File: config.mk
export PLATFORM = sky130hd
export DESIGN_NAME = container_stream_deframer_unit_flat
export DESIGN_NICKNAME = d
export VERILOG_FILES = /design/src/hw/rtl/cdf_pkg.sv /design/src/hw/rtl/cdf_in_if.sv /design/src/hw/rtl/cdf_out_if.sv /design/src/hw/rtl/container_stream_deframer_unit.sv /design/src/flat_wrapper.sv
export SDC_FILE = /design/constraint.sdc
export NUM_CORES = 1
export LEC_CHECK = 0
export BUFFER_PORTS_ARGS = -buffer_cell sky130_fd_sc_hd__buf_4
export CAP_MARGIN = 0
export CORE_UTILIZATION = 30
export CTS_BUF_LIST = sky130_fd_sc_hd__clkbuf_8
export DETAILED_ROUTE_END_ITERATION = 12
export HOLD_SLACK_MARGIN = 0.06
export MAX_ROUTING_LAYER = met4
export PLACE_DENSITY_LB_ADDON = 0.15
export SLEW_MARGIN = 20
export SYNTH_ARGS = -nofsm -noshare
export SYNTH_HDL_FRONTEND = slang
export SYNTH_SLANG_ARGS = --single-unit
File: constraint.sdc
create_clock -name clk -period 5.3 [get_ports clk]
set_input_delay 0.53 -clock clk [delete_from_list [all_inputs] [get_ports clk]]
set_output_delay 0.53 -clock clk [all_outputs]
set_load 0.01 [all_outputs]
File: src/hw/rtl/cdf_pkg.sv
// ----------------------------------------------------------------------------
// cdf_pkg
// Region codes, marker constants and the result beat type of the deframer.
// ----------------------------------------------------------------------------
package cdf_pkg;

	typedef logic [3:0] cdf_region_t;

	localparam cdf_region_t RG_IDENT       = 4'd0;
	localparam cdf_region_t RG_VERSION     = 4'd1;
	localparam cdf_region_t RG_CODING      = 4'd2;
	localparam cdf_region_t RG_SIZE        = 4'd3;
	localparam cdf_region_t RG_COUNT       = 4'd4;
	localparam cdf_region_t RG_TITLE_LEN   = 4'd5;
	localparam cdf_region_t RG_TITLE       = 4'd6;
	localparam cdf_region_t RG_TYPE        = 4'd7;
	localparam cdf_region_t RG_NAME_LEN    = 4'd8;
	localparam cdf_region_t RG_NAME        = 4'd9;
	localparam cdf_region_t RG_CONTENT_LEN = 4'd10;
	localparam cdf_region_t RG_CONTENT     = 4'd11;
	localparam cdf_region_t RG_TRAILING    = 4'd12;

	localparam logic [7:0]  MARK_TYPE      = 8'd2;
	localparam logic [31:0] MARK_LEN_LIMIT = 32'd10;

	localparam logic [7:0] MARK_CH0 = 8'h23; // '#'
	localparam logic [7:0] MARK_CH1 = 8'h50; // 'P'
	localparam logic [7:0] MARK_CH2 = 8'h5F; // '_'

	localparam logic [1:0] MM_NONE = 2'd0;
	localparam logic [1:0] MM_HASH = 2'd1;
	localparam logic [1:0] MM_P    = 2'd2;

	typedef struct packed {
		cdf_region_t region;
		logic [7:0]  byte_out;
		logic [15:0] record_index;
		logic [31:0] field_value;
		logic        field_complete;
		logic        record_done;
		logic        param_entry;
		logic        all_done;
	} cdf_result_t;

endpackage

File: src/hw/rtl/cdf_in_if.sv
// ----------------------------------------------------------------------------
// cdf_in_if
// Byte input channel of the deframer: valid/ready, the raw byte and a start-of-file flag.
// ----------------------------------------------------------------------------
interface cdf_in_if;
	logic       valid;
	logic       ready;
	logic [7:0] data_byte;
	logic       start_of_file;

	modport source (output valid, output data_byte, output start_of_file, input ready);
	modport sink (input valid, input data_byte, input start_of_file, output ready);
endinterface

File: src/hw/rtl/cdf_out_if.sv
// ----------------------------------------------------------------------------
// cdf_out_if
// Labeled byte output channel of the deframer.
// ----------------------------------------------------------------------------
interface cdf_out_if;
	logic                valid;
	logic                ready;
	cdf_pkg::cdf_region_t region;
	logic [7:0]          byte_out;
	logic [15:0]         record_index;
	logic [31:0]         field_value;
	logic                field_complete;
	logic                record_done;
	logic                param_entry;
	logic                all_done;

	modport source (output valid, output region, output byte_out, output record_index,
		output field_value, output field_complete, output record_done,
		output param_entry, output all_done, input ready);
	modport sink (input valid, input region, input byte_out, input record_index,
		input field_value, input field_complete, input record_done,
		input param_entry, input all_done, output ready);
endinterface

File: src/hw/rtl/container_stream_deframer_unit.sv
// ----------------------------------------------------------------------------
// container_stream_deframer_unit
// Labels each byte of a container stream with its header/record region.
// ----------------------------------------------------------------------------
// Usage:
//   in_ch  : one raw byte per beat; start_of_file=1 restarts the parser at
//            the identification field before that byte is parsed.
//   out_ch : one labeled beat per input beat, in order: region, the byte,
//            record index, numeric field value, and the field/record/done
//            flags (param_entry marks a type-2 record with short content
//            holding "#P_").
//   Throughput: one byte per cycle while in_ch.ready is high; the parse state
//            is updated by a single 32-bit shift/add/decrement stage per byte.
//   Reset   : arst_n clears the parse state to the identification field and
//            empties the output stage; in_ch.ready is high right after.
//   Stall   : an output register plus one skid entry hold results; in_ch.ready
//            drops only while both are full, and no beat is lost.
// ----------------------------------------------------------------------------
module container_stream_deframer_unit (
	input  logic         clk,
	input  logic         arst_n,
	cdf_in_if.sink       in_ch,
	cdf_out_if.source    out_ch
);

	// parse state
	cdf_pkg::cdf_region_t region_q;
	logic [31:0] left_q;
	logic [31:0] acc_q;
	logic [15:0] recs_left_q;
	logic [15:0] cur_rec_q;
	logic        type_mark_q;
	logic        len_small_q;
	logic [1:0]  mmatch_q;
	logic        mfound_q;

	// next values
	cdf_pkg::cdf_region_t region_d;
	logic [31:0] left_d;
	logic [31:0] acc_d;
	logic [15:0] recs_left_d;
	logic [15:0] cur_rec_d;
	logic        type_mark_d;
	logic        len_small_d;
	logic [1:0]  mmatch_d;
	logic        mfound_d;

	// state after optional restart
	cdf_pkg::cdf_region_t region_c;
	cdf_pkg::cdf_region_t r;
	logic [31:0] left_c;
	logic [31:0] acc_c;
	logic [15:0] recs_left_c;
	logic [15:0] cur_rec_c;
	logic        type_mark_c;
	logic        len_small_c;
	logic [1:0]  mmatch_c;
	logic        mfound_c;

	logic [31:0] num_acc;
	logic [31:0] num_cnt;
	logic [31:0] left_dec;
	logic [31:0] num_size;
	logic [15:0] recs_for_begin;
	logic        do_end;
	logic        do_begin;
	logic [7:0]  b;

	cdf_pkg::cdf_result_t res;

	// output stage
	cdf_pkg::cdf_result_t out_data_q;
	cdf_pkg::cdf_result_t skid_data_q;
	logic out_valid_q;
	logic skid_valid_q;
	logic in_acc;
	logic out_take;

	assign in_ch.ready = !skid_valid_q;
	assign in_acc      = in_ch.valid && !skid_valid_q;
	assign out_take    = out_valid_q && out_ch.ready;
	assign b           = in_ch.data_byte;

	always_comb begin
		if (in_ch.start_of_file) begin
			region_c    = cdf_pkg::RG_IDENT;
			left_c      = '0;
			acc_c       = '0;
			recs_left_c = '0;
			cur_rec_c   = '0;
			type_mark_c = 1'b0;
			len_small_c = 1'b1;
			mmatch_c    = cdf_pkg::MM_NONE;
			mfound_c    = 1'b0;
		end else begin
			region_c    = region_q;
			left_c      = left_q;
			acc_c       = acc_q;
			recs_left_c = recs_left_q;
			cur_rec_c   = cur_rec_q;
			type_mark_c = type_mark_q;
			len_small_c = len_small_q;
			mmatch_c    = mmatch_q;
			mfound_c    = mfound_q;
		end
	end

	always_comb begin
		r = (region_c > cdf_pkg::RG_TRAILING) ? cdf_pkg::RG_TRAILING : region_c;

		region_d    = region_c;
		left_d      = left_c;
		acc_d       = acc_c;
		recs_left_d = recs_left_c;
		cur_rec_d   = cur_rec_c;
		type_mark_d = type_mark_c;
		len_small_d = len_small_c;
		mmatch_d    = mmatch_c;
		mfound_d    = mfound_c;

		num_acc  = {acc_c[23:0], b};
		num_cnt  = left_c + 32'd1;
		left_dec = left_c - 32'd1;
		if (r == cdf_pkg::RG_SIZE || r == cdf_pkg::RG_CONTENT_LEN) begin
			num_size = 32'd4;
		end else if (r == cdf_pkg::RG_COUNT) begin
			num_size = 32'd2;
		end else begin
			num_size = 32'd1;
		end

		do_end         = 1'b0;
		do_begin       = 1'b0;
		recs_for_begin = recs_left_c;

		res                = '0;
		res.region         = r;
		res.byte_out       = b;
		if (r >= cdf_pkg::RG_TYPE && r <= cdf_pkg::RG_CONTENT) begin
			res.record_index = cur_rec_c;
		end

		case (r)
			cdf_pkg::RG_TITLE, cdf_pkg::RG_NAME, cdf_pkg::RG_CONTENT: begin
				if (r == cdf_pkg::RG_CONTENT) begin
					if (b == cdf_pkg::MARK_CH0) begin
						mmatch_d = cdf_pkg::MM_HASH;
					end else if (mmatch_c == cdf_pkg::MM_HASH && b == cdf_pkg::MARK_CH1) begin
						mmatch_d = cdf_pkg::MM_P;
					end else if (mmatch_c == cdf_pkg::MM_P && b == cdf_pkg::MARK_CH2) begin
						mmatch_d = cdf_pkg::MM_NONE;
						mfound_d = 1'b1;
					end else begin
						mmatch_d = cdf_pkg::MM_NONE;
					end
				end
				left_d = left_dec;
				if (left_dec == 32'd0) begin
					if (r == cdf_pkg::RG_TITLE) begin
						do_begin = 1'b1;
					end else if (r == cdf_pkg::RG_NAME) begin
						region_d = cdf_pkg::RG_CONTENT_LEN;
						left_d   = '0;
						acc_d    = '0;
					end else begin
						do_end = 1'b1;
					end
				end
			end
			cdf_pkg::RG_TRAILING: begin
				region_d     = cdf_pkg::RG_TRAILING;
				res.all_done = 1'b1;
			end
			default: begin
				acc_d           = num_acc;
				left_d          = num_cnt;
				res.field_value = num_acc;
				if (num_cnt >= num_size) begin
					res.field_complete = 1'b1;
					left_d = '0;
					acc_d  = '0;
					case (r)
						cdf_pkg::RG_IDENT:   region_d = cdf_pkg::RG_VERSION;
						cdf_pkg::RG_VERSION: region_d = cdf_pkg::RG_CODING;
						cdf_pkg::RG_CODING:  region_d = cdf_pkg::RG_SIZE;
						cdf_pkg::RG_SIZE:    region_d = cdf_pkg::RG_COUNT;
						cdf_pkg::RG_COUNT: begin
							recs_left_d = num_acc[15:0];
							region_d    = cdf_pkg::RG_TITLE_LEN;
						end
						cdf_pkg::RG_TITLE_LEN: begin
							if (num_acc == 32'd0) begin
								do_begin = 1'b1;
							end else begin
								region_d = cdf_pkg::RG_TITLE;
								left_d   = num_acc;
							end
						end
						cdf_pkg::RG_TYPE: begin
							type_mark_d = (b == cdf_pkg::MARK_TYPE);
							region_d    = cdf_pkg::RG_NAME_LEN;
						end
						cdf_pkg::RG_NAME_LEN: begin
							if (num_acc == 32'd0) begin
								region_d = cdf_pkg::RG_CONTENT_LEN;
							end else begin
								region_d = cdf_pkg::RG_NAME;
								left_d   = num_acc;
							end
						end
						default: begin
							len_small_d = (num_acc < cdf_pkg::MARK_LEN_LIMIT);
							mmatch_d    = cdf_pkg::MM_NONE;
							mfound_d    = 1'b0;
							if (num_acc == 32'd0) begin
								do_end = 1'b1;
							end else begin
								region_d = cdf_pkg::RG_CONTENT;
								left_d   = num_acc;
							end
						end
					endcase
				end
			end
		endcase

		if (do_end) begin
			res.record_done = 1'b1;
			res.param_entry = type_mark_d && len_small_d && mfound_d;
			recs_left_d     = recs_left_c - 16'd1;
			cur_rec_d       = cur_rec_c + 16'd1;
			recs_for_begin  = recs_left_c - 16'd1;
			do_begin        = 1'b1;
		end

		if (do_begin) begin
			left_d = '0;
			acc_d  = '0;
			if (recs_for_begin == 16'd0) begin
				region_d     = cdf_pkg::RG_TRAILING;
				res.all_done = 1'b1;
			end else begin
				region_d    = cdf_pkg::RG_TYPE;
				type_mark_d = 1'b0;
				len_small_d = 1'b1;
				mmatch_d    = cdf_pkg::MM_NONE;
				mfound_d    = 1'b0;
			end
		end
	end

	always_ff @(posedge clk or negedge arst_n) begin
		if (!arst_n) begin
			region_q    <= cdf_pkg::RG_IDENT;
			left_q      <= '0;
			acc_q       <= '0;
			recs_left_q <= '0;
			cur_rec_q   <= '0;
			type_mark_q <= 1'b0;
			len_small_q <= 1'b1;
			mmatch_q    <= cdf_pkg::MM_NONE;
			mfound_q    <= 1'b0;
		end else if (in_acc) begin
			region_q    <= region_d;
			left_q      <= left_d;
			acc_q       <= acc_d;
			recs_left_q <= recs_left_d;
			cur_rec_q   <= cur_rec_d;
			type_mark_q <= type_mark_d;
			len_small_q <= len_small_d;
			mmatch_q    <= mmatch_d;
			mfound_q    <= mfound_d;
		end
	end

	always_ff @(posedge clk or negedge arst_n) begin
		if (!arst_n) begin
			out_valid_q  <= 1'b0;
			skid_valid_q <= 1'b0;
		end else if (out_take || !out_valid_q) begin
			if (skid_valid_q) begin
				out_valid_q  <= 1'b1;
				skid_valid_q <= 1'b0;
			end else begin
				out_valid_q <= in_acc;
			end
		end else if (in_acc) begin
			skid_valid_q <= 1'b1;
		end
	end

	always_ff @(posedge clk) begin
		if (out_take || !out_valid_q) begin
			if (skid_valid_q) begin
				out_data_q <= skid_data_q;
			end else if (in_acc) begin
				out_data_q <= res;
			end
		end else if (in_acc) begin
			skid_data_q <= res;
		end
	end

	assign out_ch.valid          = out_valid_q;
	assign out_ch.region         = out_data_q.region;
	assign out_ch.byte_out       = out_data_q.byte_out;
	assign out_ch.record_index   = out_data_q.record_index;
	assign out_ch.field_value    = out_data_q.field_value;
	assign out_ch.field_complete = out_data_q.field_complete;
	assign out_ch.record_done    = out_data_q.record_done;
	assign out_ch.param_entry    = out_data_q.param_entry;
	assign out_ch.all_done       = out_data_q.all_done;

endmodule

File: src/flat_wrapper.sv
// flat-port wrapper written by rule: the top's interface ports become plain ports
module container_stream_deframer_unit_flat 
  (clk, arst_n, in_ch_valid, in_ch_data_byte, in_ch_start_of_file, in_ch_ready, out_ch_valid, out_ch_region, out_ch_byte_out, out_ch_record_index, out_ch_field_value, out_ch_field_complete, out_ch_record_done, out_ch_param_entry, out_ch_all_done, out_ch_ready);
  cdf_in_if in_ch_i ();
  cdf_out_if out_ch_i ();
  input  logic clk;
  input  logic arst_n;
  input wire logic [$bits(in_ch_i.valid)-1:0] in_ch_valid;
  input wire logic [$bits(in_ch_i.data_byte)-1:0] in_ch_data_byte;
  input wire logic [$bits(in_ch_i.start_of_file)-1:0] in_ch_start_of_file;
  output wire logic [$bits(in_ch_i.ready)-1:0] in_ch_ready;
  output wire logic [$bits(out_ch_i.valid)-1:0] out_ch_valid;
  output wire logic [$bits(out_ch_i.region)-1:0] out_ch_region;
  output wire logic [$bits(out_ch_i.byte_out)-1:0] out_ch_byte_out;
  output wire logic [$bits(out_ch_i.record_index)-1:0] out_ch_record_index;
  output wire logic [$bits(out_ch_i.field_value)-1:0] out_ch_field_value;
  output wire logic [$bits(out_ch_i.field_complete)-1:0] out_ch_field_complete;
  output wire logic [$bits(out_ch_i.record_done)-1:0] out_ch_record_done;
  output wire logic [$bits(out_ch_i.param_entry)-1:0] out_ch_param_entry;
  output wire logic [$bits(out_ch_i.all_done)-1:0] out_ch_all_done;
  input wire logic [$bits(out_ch_i.ready)-1:0] out_ch_ready;
  assign in_ch_i.valid = in_ch_valid;
  assign in_ch_i.data_byte = in_ch_data_byte;
  assign in_ch_i.start_of_file = in_ch_start_of_file;
  assign in_ch_ready = in_ch_i.ready;
  assign out_ch_valid = out_ch_i.valid;
  assign out_ch_region = out_ch_i.region;
  assign out_ch_byte_out = out_ch_i.byte_out;
  assign out_ch_record_index = out_ch_i.record_index;
  assign out_ch_field_value = out_ch_i.field_value;
  assign out_ch_field_complete = out_ch_i.field_complete;
  assign out_ch_record_done = out_ch_i.record_done;
  assign out_ch_param_entry = out_ch_i.param_entry;
  assign out_ch_all_done = out_ch_i.all_done;
  assign out_ch_i.ready = out_ch_ready;
  container_stream_deframer_unit u_core (.clk(clk), .arst_n(arst_n), .in_ch(in_ch_i), .out_ch(out_ch_i));
endmodule
==> run summary, run 1 <==
POWER
---------------------------------------------------------------------------
Combinational Power Share                                             41.9%
Clk pwr share                                                         24.2%
Power density of the placed cells                               464 mW/mm^2
Share of power burned in registers                                    33.9%
Reported net switching power                                        2.92 mW
Cell-internal power                                                 4.20 mW
Sum of internal, switching and leakage power                        7.12 mW
Pleak                                                               5.92 nW
Peak VDD IR                                                          174 uV
Fraction of power spent switching nets                                41.1%

GRT
---------------------------------------------------------------------------
Via count of the first global-routing pass                            10800
Initial antenna violation count                                           0
Wire length of the first global-routing pass                   69100 microns
Residual overflow from global routing                                     0
GRT Resource Usage Total                                              20.8%
Maximum number of pins on one net before global-route repair             62

SYNTH
---------------------------------------------------------------------------
Mapped Avg Cell Area                                             9.92 sq um
Synth Flop Type                                                sky130_fd_sc_hd__edfxtp_1
Count of state elements after synthesis                                 227
Register area share after synthesis                                   47.9%
Share of flip-flops with an asynchronous set or reset                 43.6%
Cell area after technology mapping                             0.0132 sq mm
Post-synthesis instance total                                          1330
Net count of the mapped netlist                                        1351
Number of warnings issued by yosys                                        0
Cell variety after synth                                                 82
Number of enable flip-flop cells after synthesis                        128

WORST SETUP PATH
---------------------------------------------------------------------------
Crit Path Class                                                flop to flop
Worst r2r dst                                                  u_core.acc_q[12]
Worst-case register-to-register setup slack                         0.40 ns
Signal arrival time at the worst endpoint                           5.39 ns
Crit path from                                                 u_core.region_q[1]
Cell occurring most often along the worst timing path          sky130_fd_sc_hd__or4_1
CP max-delay cell                                              sky130_fd_sc_hd__o31ai_4
Worst path required time                                            5.79 ns
Worst reg2reg startpoint                                       u_core.region_q[1]
Kind of end point of the critical path                                 flop
Cell breakdown of the critical path                            inv_1, or4_1, and2_1, ha_1, nand2b_1, a21o_1, a211oi_2, nand4_1, or4_1, or2_4, nor3_1, o22ai_1, o31ai_4, a22o_1
Capturing element of the worst setup path                      u_core.acc_q[12]
Slowest stage delay, CP                                             0.91 ns
Path depth of the worst reg2reg path                                     14
Setup crit start kind                                                  flop
Largest fanout of any net on the critical path                           24

RUN
---------------------------------------------------------------------------
Count of maximum capacitance violations                                   0

OUTCOME
---------------------------------------------------------------------------
Run status                                                     finished, final reports clean

TIMING
---------------------------------------------------------------------------
Number of setup violations in the final report                            0
Setup Skew                                                        0.0161 ns
Pins Over Slew Limit                                                      0
Shortest period the worst path allows                               4.90 ns
Upper clock frequency limit                                         204 MHz
Worst hold slack after final layout                               0.0957 ns
Final critical-path share of the clock period                         92.4%
Transition at the pin with the smallest max-transition slack        1.12 ns
Count of final hold-check violations                                      0
RSZ-0062 raised after global routing                                  false
Slew HR                                                               25.6%

CLOCKING
---------------------------------------------------------------------------
Clock transition at path regs                                       0.06 ns
CTS H-Tree Depth                                                          2
TritonCTS clock tree                                                   done
Clock insertion delay at the later pin of the skew report           0.56 ns
Clock buffer depth                                                        3
Clock buffer count from CTS                                              41
Root Buffer                                                    sky130_fd_sc_hd__clkbuf_8
Number of sinks driven by the clock tree                                227

PLACE
---------------------------------------------------------------------------
Placer's final routability congestion estimate                        0.922
HPWL after DPL                                                 31200 microns
Count of buffers inserted at the top-level ports                         78
Placed cells                                                           1934

CELLS AND AREA
---------------------------------------------------------------------------
Final-stage net count                                                  1413
Count of non-filler cells in the finished layout                       2010
Leading cell type in the layout, fill and taps excluded        sky130_fd_sc_hd__buf_4
Most frequent cells in the layout                              sky130_fd_sc_hd__buf_4, sky130_fd_sc_hd__edfxtp_1, sky130_fd_sc_hd__nand2_1, sky130_fd_sc_hd__dfrtp_1, sky130_fd_sc_hd__nor2_1
Synth-to-Final Area Change                                            16.3%
Layout cell share with drive strength beyond 1                        19.7%

FLOORPLANNING
---------------------------------------------------------------------------
Starting utilization of the core area                                 30.5%
Floorplan core area                                            0.0433 sq mm
Die outline width                                               212 microns
Floorplan die area                                             0.0448 sq mm
Die height                                                      212 microns
Number of ports placed on the die boundary                               79
Placement row count                                                      76

WORST HOLD PATH
---------------------------------------------------------------------------
Type of the tightest min-delay check                           input pin to asynchronous set/reset pin

DRT
---------------------------------------------------------------------------
Vias per inst                                                          5.68
Iteration-0 DRC Markers                                                1112
Routed via count                                                      11400
DRT antenna net count                                                     0
WL per Instance                                                22.4 microns
Iteration count of the initial detailed-routing pass                      6
# DRC                                                                     0
Total routed wirelength                                        45100 microns

==> area by class of cell <==
| type | instances | area (sq um) |
|---|---|---|
| antenna | 1 | 2.50 |
| clock buffer | 44 | 606 |
| clock inverter | 31 | 231 |
| fill | 4410 | 27900 |
| inverter | 29 | 109 |
| multi-input combinational | 957 | 6310 |
| sequential | 227 | 6320 |
| tap | 585 | 732 |
| timing repair buffer | 136 | 1020 |
==> Yosys cell counts (all sizes together) (25+ instances only) <==
| master | number | area (sq um) |
|---|---|---|
| inv | 29 | 109 |
| and3 | 37 | 231 |
| clkbuf | 85 | 319 |
| a21oi | 58 | 290 |
| nand2 | 119 | 449 |
| xnor2 | 26 | 228 |
| buf | 32 | 168 |
| nand3 | 38 | 190 |
| o21ai | 74 | 370 |
| nand4 | 25 | 156 |
| and2 | 33 | 206 |
| nor2 | 82 | 308 |
| edfxtp | 128 | 3840 |
| a22o | 31 | 272 |
| mux2 | 58 | 653 |
| nor4 | 34 | 255 |
| nor3 | 45 | 225 |
| dfrtp | 98 | 2450 |
==> state kept, by name (all words and copies together), names as in the netlist, 4 cells and up <==
name / flops
u_core.left_q: 32
u_core.out_ch.region: 4
u_core.acc_q: 24
u_core.region_q: 4
u_core.out_ch.field_value: 32
u_core.out_ch.record_index: 16
u_core.cur_rec_q: 16
u_core.recs_left_q: 16
u_core.out_ch.byte_out: 8
u_core.skid_data_q: 64
==> critical path: cells and delay by family, from the launching register on <==
kind	cells	cell delay [ns]
buffers and inverters	1	0.22
AO/OA/AOI/OAI	5	1.79
flip-flops	1	0.52
adder cells (fa/ha/maj)	1	0.26
AND/OR/NAND/NOR	7	2.03
==> cell families after synthesis <==
family / after synthesis / synth area share [%]
compound gates: 345 / 18.5
xor+xnor: 33 / 2.19
fa+ha+maj: 8 / 0.759
buf+inv: 146 / 4.52
flops: 227 / 47.9
mux: 72 / 6.01
simple gates: 499 / 20.1
==> layer usage <==
metal  routed length [microns]  global-route usage [%]  up-vias
li1                          -                       -     5184
met1                     21800                    30.6     5717
met2                     19200                    29.3      444
met3                      3190                    3.09       69
met4                       916                    5.50        0
met5                         0                       -        -
==> worst min-delay path by stage <==
stage | startpoint | endpoint | cells after the start
2_1_floorplan | arst_n | u_core.acc_q[0] | 0
6_report | arst_n | u_core.acc_q[12] | 1
3_3_place_gp | u_core.mmatch_q[1] | u_core.mmatch_q[1] | 2
3_5_place_dp | u_core.type_mark_q | u_core.type_mark_q | 2
4_1_cts | arst_n | u_core.acc_q[12] | 1
5_1_grt | arst_n | u_core.acc_q[12] | 1
==> power by group through the flow <==
| stage | logic (mW) | clock network, mW | registers, mW |
|---|---|---|---|
| after floorplan | 2.10 | 0 | 2.26 |
| after global placement | 2.95 | 0 | 2.43 |
| after detailed placement | 2.94 | 0 | 2.43 |
| after CTS | 2.95 | 1.78 | 2.40 |
| after global routing | 3.25 | 1.85 | 2.43 |
| final | 2.99 | 1.72 | 2.41 |
==> timing repair <==
item / in CTS / in global routing
setup buffers: 0 / 0
hold buffers: 0 / 0
setup endpoints to repair: 0 / 24
resized for setup: 0 / 1
==> stage by stage <==
step | setup slack [ns] | instance area [sq um] | setup TNS (ns) | utilization [%]
6_report | 0.404 | 15300 | 0 | 35.5
3_3_place_gp | 0.312 | 14500 | 0 | 33.5
3_5_place_dp | 0.286 | 14500 | 0 | 33.5
4_1_cts | 0.259 | 15300 | 0 | 35.4
2_1_floorplan | -0.0154 | 13300 | -0.308 | -
5_1_grt | 0.141 | 15300 | 0 | 35.4
No activity file was read; power rests on OpenSTA's default activity.
==> run 2, diff against run 1 <==
- PLACE_DENSITY_LB_ADDON: 0.15 -> not set
- clock period: 5.3 -> 5 ns (I/O delays scaled with it)
==> run 2 against run 1 <==
  * Clock-buffer cell count decreased by 4
  * Global-route usage decreased by 1.7 points
  * First-iteration DRC count increased by 7.5%
  * Final cell count about the same
  * Non-clock buffer count increased by 8
  * Die area unchanged
  * Worst hold slack improved by 0.011 ns
  * Register-to-register slack got worse by 0.06 ns
  * Critical endpoint is now u_core.recs_left_q[6]
  * Critical path depth decreased by 3
  * Sequential share of layout area about the same
==> run summary, run 2 (synthesis results as in run 1) <==
TIMING
---------------------------------------------------------------------------
Number of setup violations in the final report                            0   unchanged
Setup Skew                                                        0.0378 ns   was 0.0161 ns
RSZ-0062 raised after global routing                                  false   unchanged
Transition at the pin with the smallest max-transition slack        1.11 ns   was 1.12 ns
Setup TNS                                                              0 ns   unchanged
Upper clock frequency limit                                         215 MHz   was 204 MHz
Shortest period the worst path allows                               4.65 ns   was 4.90 ns
Count of final hold-check violations                                      0   unchanged
Pins Over Slew Limit                                                      0   unchanged
Final critical-path share of the clock period                         93.1%   was 92.4%
Slew HR                                                               25.7%   was 25.6%

CELLS AND AREA
---------------------------------------------------------------------------
Final-stage net count                                                  1416   was 1413
Register ranked first by flip-flop count                       u_core.skid_data_q   unchanged
Synth-to-Final Area Change                                            16.3%   about the same
# diodes                                                                  0   was 1
Flip-flop count of the largest register after layout                     64   unchanged
Layout filler cell count                                               4307   was 4410
Layout cell share with drive strength beyond 1                        20.4%   was 19.7%
Leading cell type in the layout, fill and taps excluded        sky130_fd_sc_hd__buf_4   unchanged
Multi-input gate area                                          0.00636 sq mm   was 0.00631 sq mm
Most frequent cells in the layout                              sky130_fd_sc_hd__buf_4, sky130_fd_sc_hd__edfxtp_1, sky130_fd_sc_hd__nand2_1, sky130_fd_sc_hd__dfrtp_1, sky130_fd_sc_hd__nor2_1   unchanged
Register cell area after layout                                0.00632 sq mm   about the same
End-of-flow core utilization                                          35.4%   was 35.5%

WORST SETUP PATH
---------------------------------------------------------------------------
Path depth of the worst reg2reg path                                     11   was 14
Worst path required time                                            5.46 ns   was 5.79 ns
Crit path from                                                 u_core.left_q[12]   was u_core.region_q[1]
Largest fanout of any net on the critical path                           18   was 24
Signal arrival time at the worst endpoint                           5.11 ns   was 5.39 ns
Capturing element of the worst setup path                      u_core.recs_left_q[6]   was u_core.acc_q[12]
Worst r2r dst                                                  u_core.recs_left_q[6]   was u_core.acc_q[12]
Worst-case register-to-register setup slack                         0.35 ns   was 0.40 ns
Crit Path Class                                                flop to flop   unchanged
Setup crit start kind                                                  flop   unchanged
Worst reg2reg startpoint                                       u_core.left_q[12]   was u_core.region_q[1]
Kind of end point of the critical path                                 flop   unchanged

GRT
---------------------------------------------------------------------------
Residual overflow from global routing                                     0   unchanged
Via count of the first global-routing pass                            10700   was 10800
Wire length of the first global-routing pass                   64900 microns   was 69100 microns
Initial antenna violation count                                           0   unchanged
Maximum number of pins on one net before global-route repair             83   was 62
GRT Resource Usage Total                                              19.1%   was 20.8%

PLACE
---------------------------------------------------------------------------
HPWL after DPL                                                 28800 microns   was 31200 microns
Count of buffers inserted at the top-level ports                         78   unchanged
Placer's final routability congestion estimate                         1.02   was 0.922

POWER
---------------------------------------------------------------------------
Peak VDD IR                                                          191 uV   was 174 uV
Pleak                                                               5.90 nW   was 5.92 nW
Power density of the placed cells                               481 mW/mm^2   was 464 mW/mm^2

FLOORPLANNING
---------------------------------------------------------------------------
Placement row count                                                      76   unchanged
Number of ports placed on the die boundary                               79   unchanged
Floorplan core area                                            0.0433 sq mm   unchanged
Floorplan die area                                             0.0448 sq mm   unchanged
Die outline width                                               212 microns   unchanged
Die height                                                      212 microns   unchanged
Starting utilization of the core area                                 30.5%   unchanged

DRT
---------------------------------------------------------------------------
DRT antenna net count                                                     0   unchanged
Vias per inst                                                          5.63   was 5.68
Iteration-0 DRC Markers                                                1195   was 1112
Iteration count of the initial detailed-routing pass                      6   unchanged
Routed via count                                                      11300   was 11400
Total routed wirelength                                        41300 microns   was 45100 microns
# DRC                                                                     0   unchanged
WL per Instance                                                20.6 microns   was 22.4 microns

CLOCKING
---------------------------------------------------------------------------
Root Buffer                                                    sky130_fd_sc_hd__clkbuf_8   unchanged
Number of post-CTS setup repair buffers                                   0   unchanged
TritonCTS clock tree                                                   done   unchanged
Clock insertion delay at the later pin of the skew report           0.57 ns   was 0.56 ns
Clock transition at path regs                                       0.07 ns   was 0.06 ns
Count of hold-fix buffers inserted at cts                                 0   unchanged
Number of resized instances in the post-cts repair step                   0   unchanged
Number of sinks driven by the clock tree                                227   unchanged
CTS H-Tree Depth                                                          2   unchanged
Clock buffer depth                                                        3   unchanged
Clock buffer count from CTS                                              36   was 41

OUTCOME
---------------------------------------------------------------------------
Run status                                                     finished, final reports clean   unchanged

WORST HOLD PATH
---------------------------------------------------------------------------
Type of the tightest min-delay check                           input pin to asynchronous set/reset pin   unchanged

RUN
---------------------------------------------------------------------------
Count of maximum capacitance violations                                   0   unchanged

==> run 2: changes by cell type in the layout (fill, tap and decap cells not counted), moves of 2 or more <==
cell,delta
sky130_fd_sc_hd__clkinv_1,-3
sky130_fd_sc_hd__clkbuf_8,-4
sky130_fd_sc_hd__bufinv_16,-2
sky130_fd_sc_hd__buf_4,+7
sky130_fd_sc_hd__clkinv_2,+2
sky130_fd_sc_hd__inv_1,-4
==> run 2: cell type report <==
class,count,share of cell area (%)
Clock buffer,40,3.59
Clock inverter,26,1.12
Inverter,29,0.710
Multi-Input combinational cell,957,41.4
Sequential cell,227,41.2
Tap cell,585,4.77
Timing Repair Buffer,144,7.13
==> run 2: worst min-delay path by stage <==
stage                         endpoint  slack [ns]
detailed placement  u_core.type_mark_q        0.49
floorplan              u_core.acc_q[0]        0.20
CTS                   u_core.acc_q[16]        0.12
global route          u_core.acc_q[22]        0.16
finish                u_core.acc_q[22]        0.11
global placement    u_core.mmatch_q[0]        0.50
==> run 2: layer usage <==
| metal | track usage (%) | share of wire (%) | vias to the layer above |
|---|---|---|---|
| met5 | - | 0 | - |
| met4 | 5.45 | 2.2 | 0 |
| met3 | 3.17 | 7.4 | 77 |
| met2 | 28.0 | 44 | 491 |
| met1 | 27.0 | 46 | 5568 |
| li1 | - | - | 5177 |
==> run 2: power breakdown <==
part	switching, mW	internal (mW)	leakage, nW
clock network	0.766	0.845	0.414
logic	1.99	1.27	2.92
registers	0.271	2.22	2.57
total	3.03	4.34	5.90
==> run 2: metrics by stage <==
step | hold slack (ns) | std cells | setup slack [ns] | instance area (sq um) | power [mW]
final | 0.107 | 2008 | 0.345 | 15300 | 7.37
after global routing | 0.158 | 2008 | 0.0776 | 15300 | 7.78
after floorplan | 0.204 | 1330 | -0.0256 | 13400 | 4.66
after detailed placement | 0.494 | 1942 | 0.253 | 14600 | 5.72
after CTS | 0.120 | 2008 | 0.378 | 15300 | 7.35
after global placement | 0.499 | 1942 | 0.363 | 14600 | 5.71
==> run 2: critical path, stage by stage, from the launching register on <==
cell and delay (ns):
sky130_fd_sc_hd__dfrtp_1 0.57, sky130_fd_sc_hd__or4_1 0.58, sky130_fd_sc_hd__or3_1 0.50, sky130_fd_sc_hd__nor4_4 0.38, sky130_fd_sc_hd__nor2_1 0.10, sky130_fd_sc_hd__or4_1 0.55
sky130_fd_sc_hd__or3_1 0.40, sky130_fd_sc_hd__or4_4 0.66, sky130_fd_sc_hd__buf_4 0.22, sky130_fd_sc_hd__a211oi_1 0.33, sky130_fd_sc_hd__o31ai_1 0.12, sky130_fd_sc_hd__o2bb2ai_1 0.14
==> run 3, diff against run 2 <==
- CORE_ASPECT_RATIO: not set -> 0.5
==> run 3 against run 2 <==
  * Largest cell class unchanged
  * Worst hold slack better by 0.13 ns
  * Critical path depth rose by 1
  * Critical path type unchanged
  * Clock-buffer cell count stayed put
==> run summary, run 3 (synthesis results as in run 1) <==
PLACE
---------------------------------------------------------------------------
Placer's final routability congestion estimate                        0.966   was 1.02
Placed cells                                                           1937   was 1942
HPWL after DPL                                                 29300 microns   was 28800 microns
Count of buffers inserted at the top-level ports                         78   unchanged
Dpl cell area                                                  0.0146 sq mm   about the same

POWER
---------------------------------------------------------------------------
Pleak                                                               5.93 nW   was 5.90 nW
Reported net switching power                                        3.07 mW   was 3.03 mW
Combinational Power Share                                             44.7%   was 44.3%
Share of power burned in registers                                    33.7%   was 33.8%
Fraction of power spent switching nets                                41.2%   was 41.1%
Peak VDD IR                                                          263 uV   was 191 uV
Clk pwr share                                                         21.6%   was 21.9%
Cell-internal power                                                 4.39 mW   was 4.34 mW
Power density of the placed cells                               485 mW/mm^2   was 481 mW/mm^2

FLOORPLANNING
---------------------------------------------------------------------------
Number of ports placed on the die boundary                               79   unchanged
Die height                                                      150 microns   was 212 microns
Floorplan core area                                            0.0426 sq mm   was 0.0433 sq mm
Starting utilization of the core area                                 30.9%   was 30.5%
Floorplan die area                                             0.0449 sq mm   was 0.0448 sq mm
Die outline width                                               299 microns   was 212 microns
Placement row count                                                      53   was 76

WORST SETUP PATH
---------------------------------------------------------------------------
Kind of end point of the critical path                                 flop   unchanged
Crit Path Class                                                flop to flop   unchanged
Worst path required time                                            5.42 ns   was 5.46 ns
Worst r2r dst                                                  u_core.acc_q[13]   was u_core.recs_left_q[6]
Setup crit start kind                                                  flop   unchanged
Signal arrival time at the worst endpoint                           5.15 ns   was 5.11 ns
Worst-case register-to-register setup slack                         0.27 ns   was 0.35 ns
Path depth of the worst reg2reg path                                     12   was 11
Worst reg2reg startpoint                                       u_core.left_q[5]   was u_core.left_q[12]
Largest fanout of any net on the critical path                           18   unchanged

CELLS AND AREA
---------------------------------------------------------------------------
Flip-flop count of the largest register after layout                     64   unchanged
Design area                                                    0.0154 sq mm   was 0.0153 sq mm
Leading cell type in the layout, fill and taps excluded        sky130_fd_sc_hd__buf_4   unchanged
End-of-flow core utilization                                          36.0%   was 35.4%
Synth-to-Final Area Change                                            16.5%   was 16.3%
Layout cell share with drive strength beyond 1                        20.6%   was 20.4%
Most frequent cells in the layout                              sky130_fd_sc_hd__buf_4, sky130_fd_sc_hd__edfxtp_1, sky130_fd_sc_hd__nand2_1, sky130_fd_sc_hd__dfrtp_1, sky130_fd_sc_hd__nor2_1   unchanged
Count of non-filler cells in the finished layout                       2005   was 2008
# diodes                                                                  0   unchanged
Register ranked first by flip-flop count                       u_core.skid_data_q   unchanged
Final-stage net count                                                  1421   was 1416
Layout filler cell count                                               4273   was 4307

TIMING
---------------------------------------------------------------------------
Number of setup violations in the final report                            0   unchanged
Setup TNS                                                              0 ns   unchanged
Pins Over Slew Limit                                                      0   unchanged
Count of final hold-check violations                                      0   unchanged
Final critical-path share of the clock period                         94.5%   was 93.1%
Upper clock frequency limit                                         212 MHz   was 215 MHz
RSZ-0062 raised after global routing                                  false   unchanged
Shortest period the worst path allows                               4.73 ns   was 4.65 ns
Setup Skew                                                        0.0487 ns   was 0.0378 ns
Slew HR                                                               32.2%   was 25.7%
Transition at the pin with the smallest max-transition slack        1.02 ns   was 1.11 ns

DRT
---------------------------------------------------------------------------
WL per Instance                                                21.2 microns   was 20.6 microns
Routed via count                                                      11300   about the same
Iteration-0 DRC Markers                                                1241   was 1195
DRT antenna net count                                                     0   unchanged
Total routed wirelength                                        42600 microns   was 41300 microns
# DRC                                                                     0   unchanged
Vias per inst                                                          5.65   was 5.63
Iteration count of the initial detailed-routing pass                      6   unchanged

CLOCKING
---------------------------------------------------------------------------
Clock buffer depth                                                        3   unchanged
Number of sinks driven by the clock tree                                227   unchanged
Root Buffer                                                    sky130_fd_sc_hd__clkbuf_8   unchanged
Clock transition at path regs                                       0.07 ns   about the same
Clock insertion delay at the later pin of the skew report           0.55 ns   was 0.57 ns
TritonCTS clock tree                                                   done   unchanged
Number of resized instances in the post-cts repair step                   0   unchanged
CTS H-Tree Depth                                                          2   unchanged
Clock buffer count from CTS                                              36   unchanged

OUTCOME
---------------------------------------------------------------------------
Run status                                                     finished, final reports clean   unchanged

WORST HOLD PATH
---------------------------------------------------------------------------
Type of the tightest min-delay check                           input pin to flop   was input pin to asynchronous set/reset pin
Terminating pin of the worst hold path                         u_core.out_ch.valid
Beginning of the worst hold path                                in_ch_valid
Number of cells on the worst hold path                                    3

GRT
---------------------------------------------------------------------------
Residual overflow from global routing                                     0   unchanged
GRT Resource Usage Total                                              19.3%   was 19.1%
Initial antenna violation count                                           0   unchanged
Wire length of the first global-routing pass                   66200 microns   was 64900 microns
Maximum number of pins on one net before global-route repair             60   was 83
Via count of the first global-routing pass                            11100   was 10700

RUN
---------------------------------------------------------------------------
Count of maximum capacitance violations                                   0   unchanged

==> run 3: changes by cell type in the layout (fill, tap and decap cells not counted), sizes merged <==
cell | before | now
dlygate4sd3 | 0 | 1
clkinvlp | 3 | 2
buf | 144 | 148
inv | 43 | 44
==> run 3: power groups by stage <==
| stage | registers [mW] | logic, mW | clock network (mW) |
|---|---|---|---|
| after CTS | 2.50 | 3.29 | 1.65 |
| after floorplan | 2.39 | 2.27 | 0 |
| after detailed placement | 2.54 | 3.27 | 0 |
| final | 2.51 | 3.34 | 1.61 |
| after global placement | 2.54 | 3.29 | 0 |
| after global routing | 2.53 | 3.63 | 1.73 |
==> run 3: layer usage <==
layer  global-route usage, %  vias up  wire length [microns]
li1                        -     5197                      -
met1                    25.4     5630                  19100
met2                    30.4      432                  19600
met3                    3.35       75                   2790
met4                    6.13        0                   1130
met5                       -        -                      0
==> run 3: critical path: stages (launching register included) <==
cell and delay, ns:
sky130_fd_sc_hd__dfrtp_1 0.53, sky130_fd_sc_hd__or4_1 0.75, sky130_fd_sc_hd__nor4_1 0.55, sky130_fd_sc_hd__buf_4 0.20
sky130_fd_sc_hd__mux2i_1 0.11, sky130_fd_sc_hd__o21bai_1 0.18, sky130_fd_sc_hd__or4_1 0.47, sky130_fd_sc_hd__or3_1 0.35
sky130_fd_sc_hd__or4_1 0.53, sky130_fd_sc_hd__o22ai_1 0.28, sky130_fd_sc_hd__o31ai_4 0.17, sky130_fd_sc_hd__buf_6 0.22
sky130_fd_sc_hd__a22o_1 0.24
==> run 3: what timing repair did <==
action                    4_1_cts  5_1_grt
hold endpoints to repair        8        0
buffers inserted                0        0
hold buffers                    1        0
==> run 3: per-stage QoR <==
stage          hold slack, ns  total power [mW]  setup WS [ns]
2_1_floorplan           0.204              4.66        -0.0256
3_3_place_gp            0.490              5.83         0.0486
3_5_place_dp            0.501              5.81        -0.0110
4_1_cts                 0.215              7.44          0.117
5_1_grt                 0.213              7.89         0.0879
6_report                0.242              7.46          0.274
==> run 3: area by class of cell <==
| class | instances | area [sq um] | share of cell area (%) |
|---|---|---|---|
| multi-input cells | 957 | 6360 | 41.4 |
| flip-flops and latches | 227 | 6320 | 41.1 |
| repair buffers | 149 | 1140 | 7.40 |
| well taps | 577 | 722 | 4.70 |
| clock buffers | 40 | 551 | 3.58 |
| clock inverters | 26 | 168 | 1.09 |
| inverters | 29 | 109 | 0.708 |
==> run 3: how the worst max path moves through the flow <==
stage	from	endpoint	slack [ns]	cells past startpoint
finish	u_core.left_q[5]	u_core.acc_q[13]	0.27	12
floorplan	in_ch_start_of_file	u_core.region_q[2]	-0.03	23
global route	u_core.left_q[5]	u_core.cur_rec_q[12]	0.09	12
detailed placement	in_ch_start_of_file	u_core.acc_q[13]	-0.01	15
global placement	in_ch_start_of_file	u_core.acc_q[20]	0.05	15
CTS	u_core.region_q[3]	u_core.acc_q[1]	0.12	15
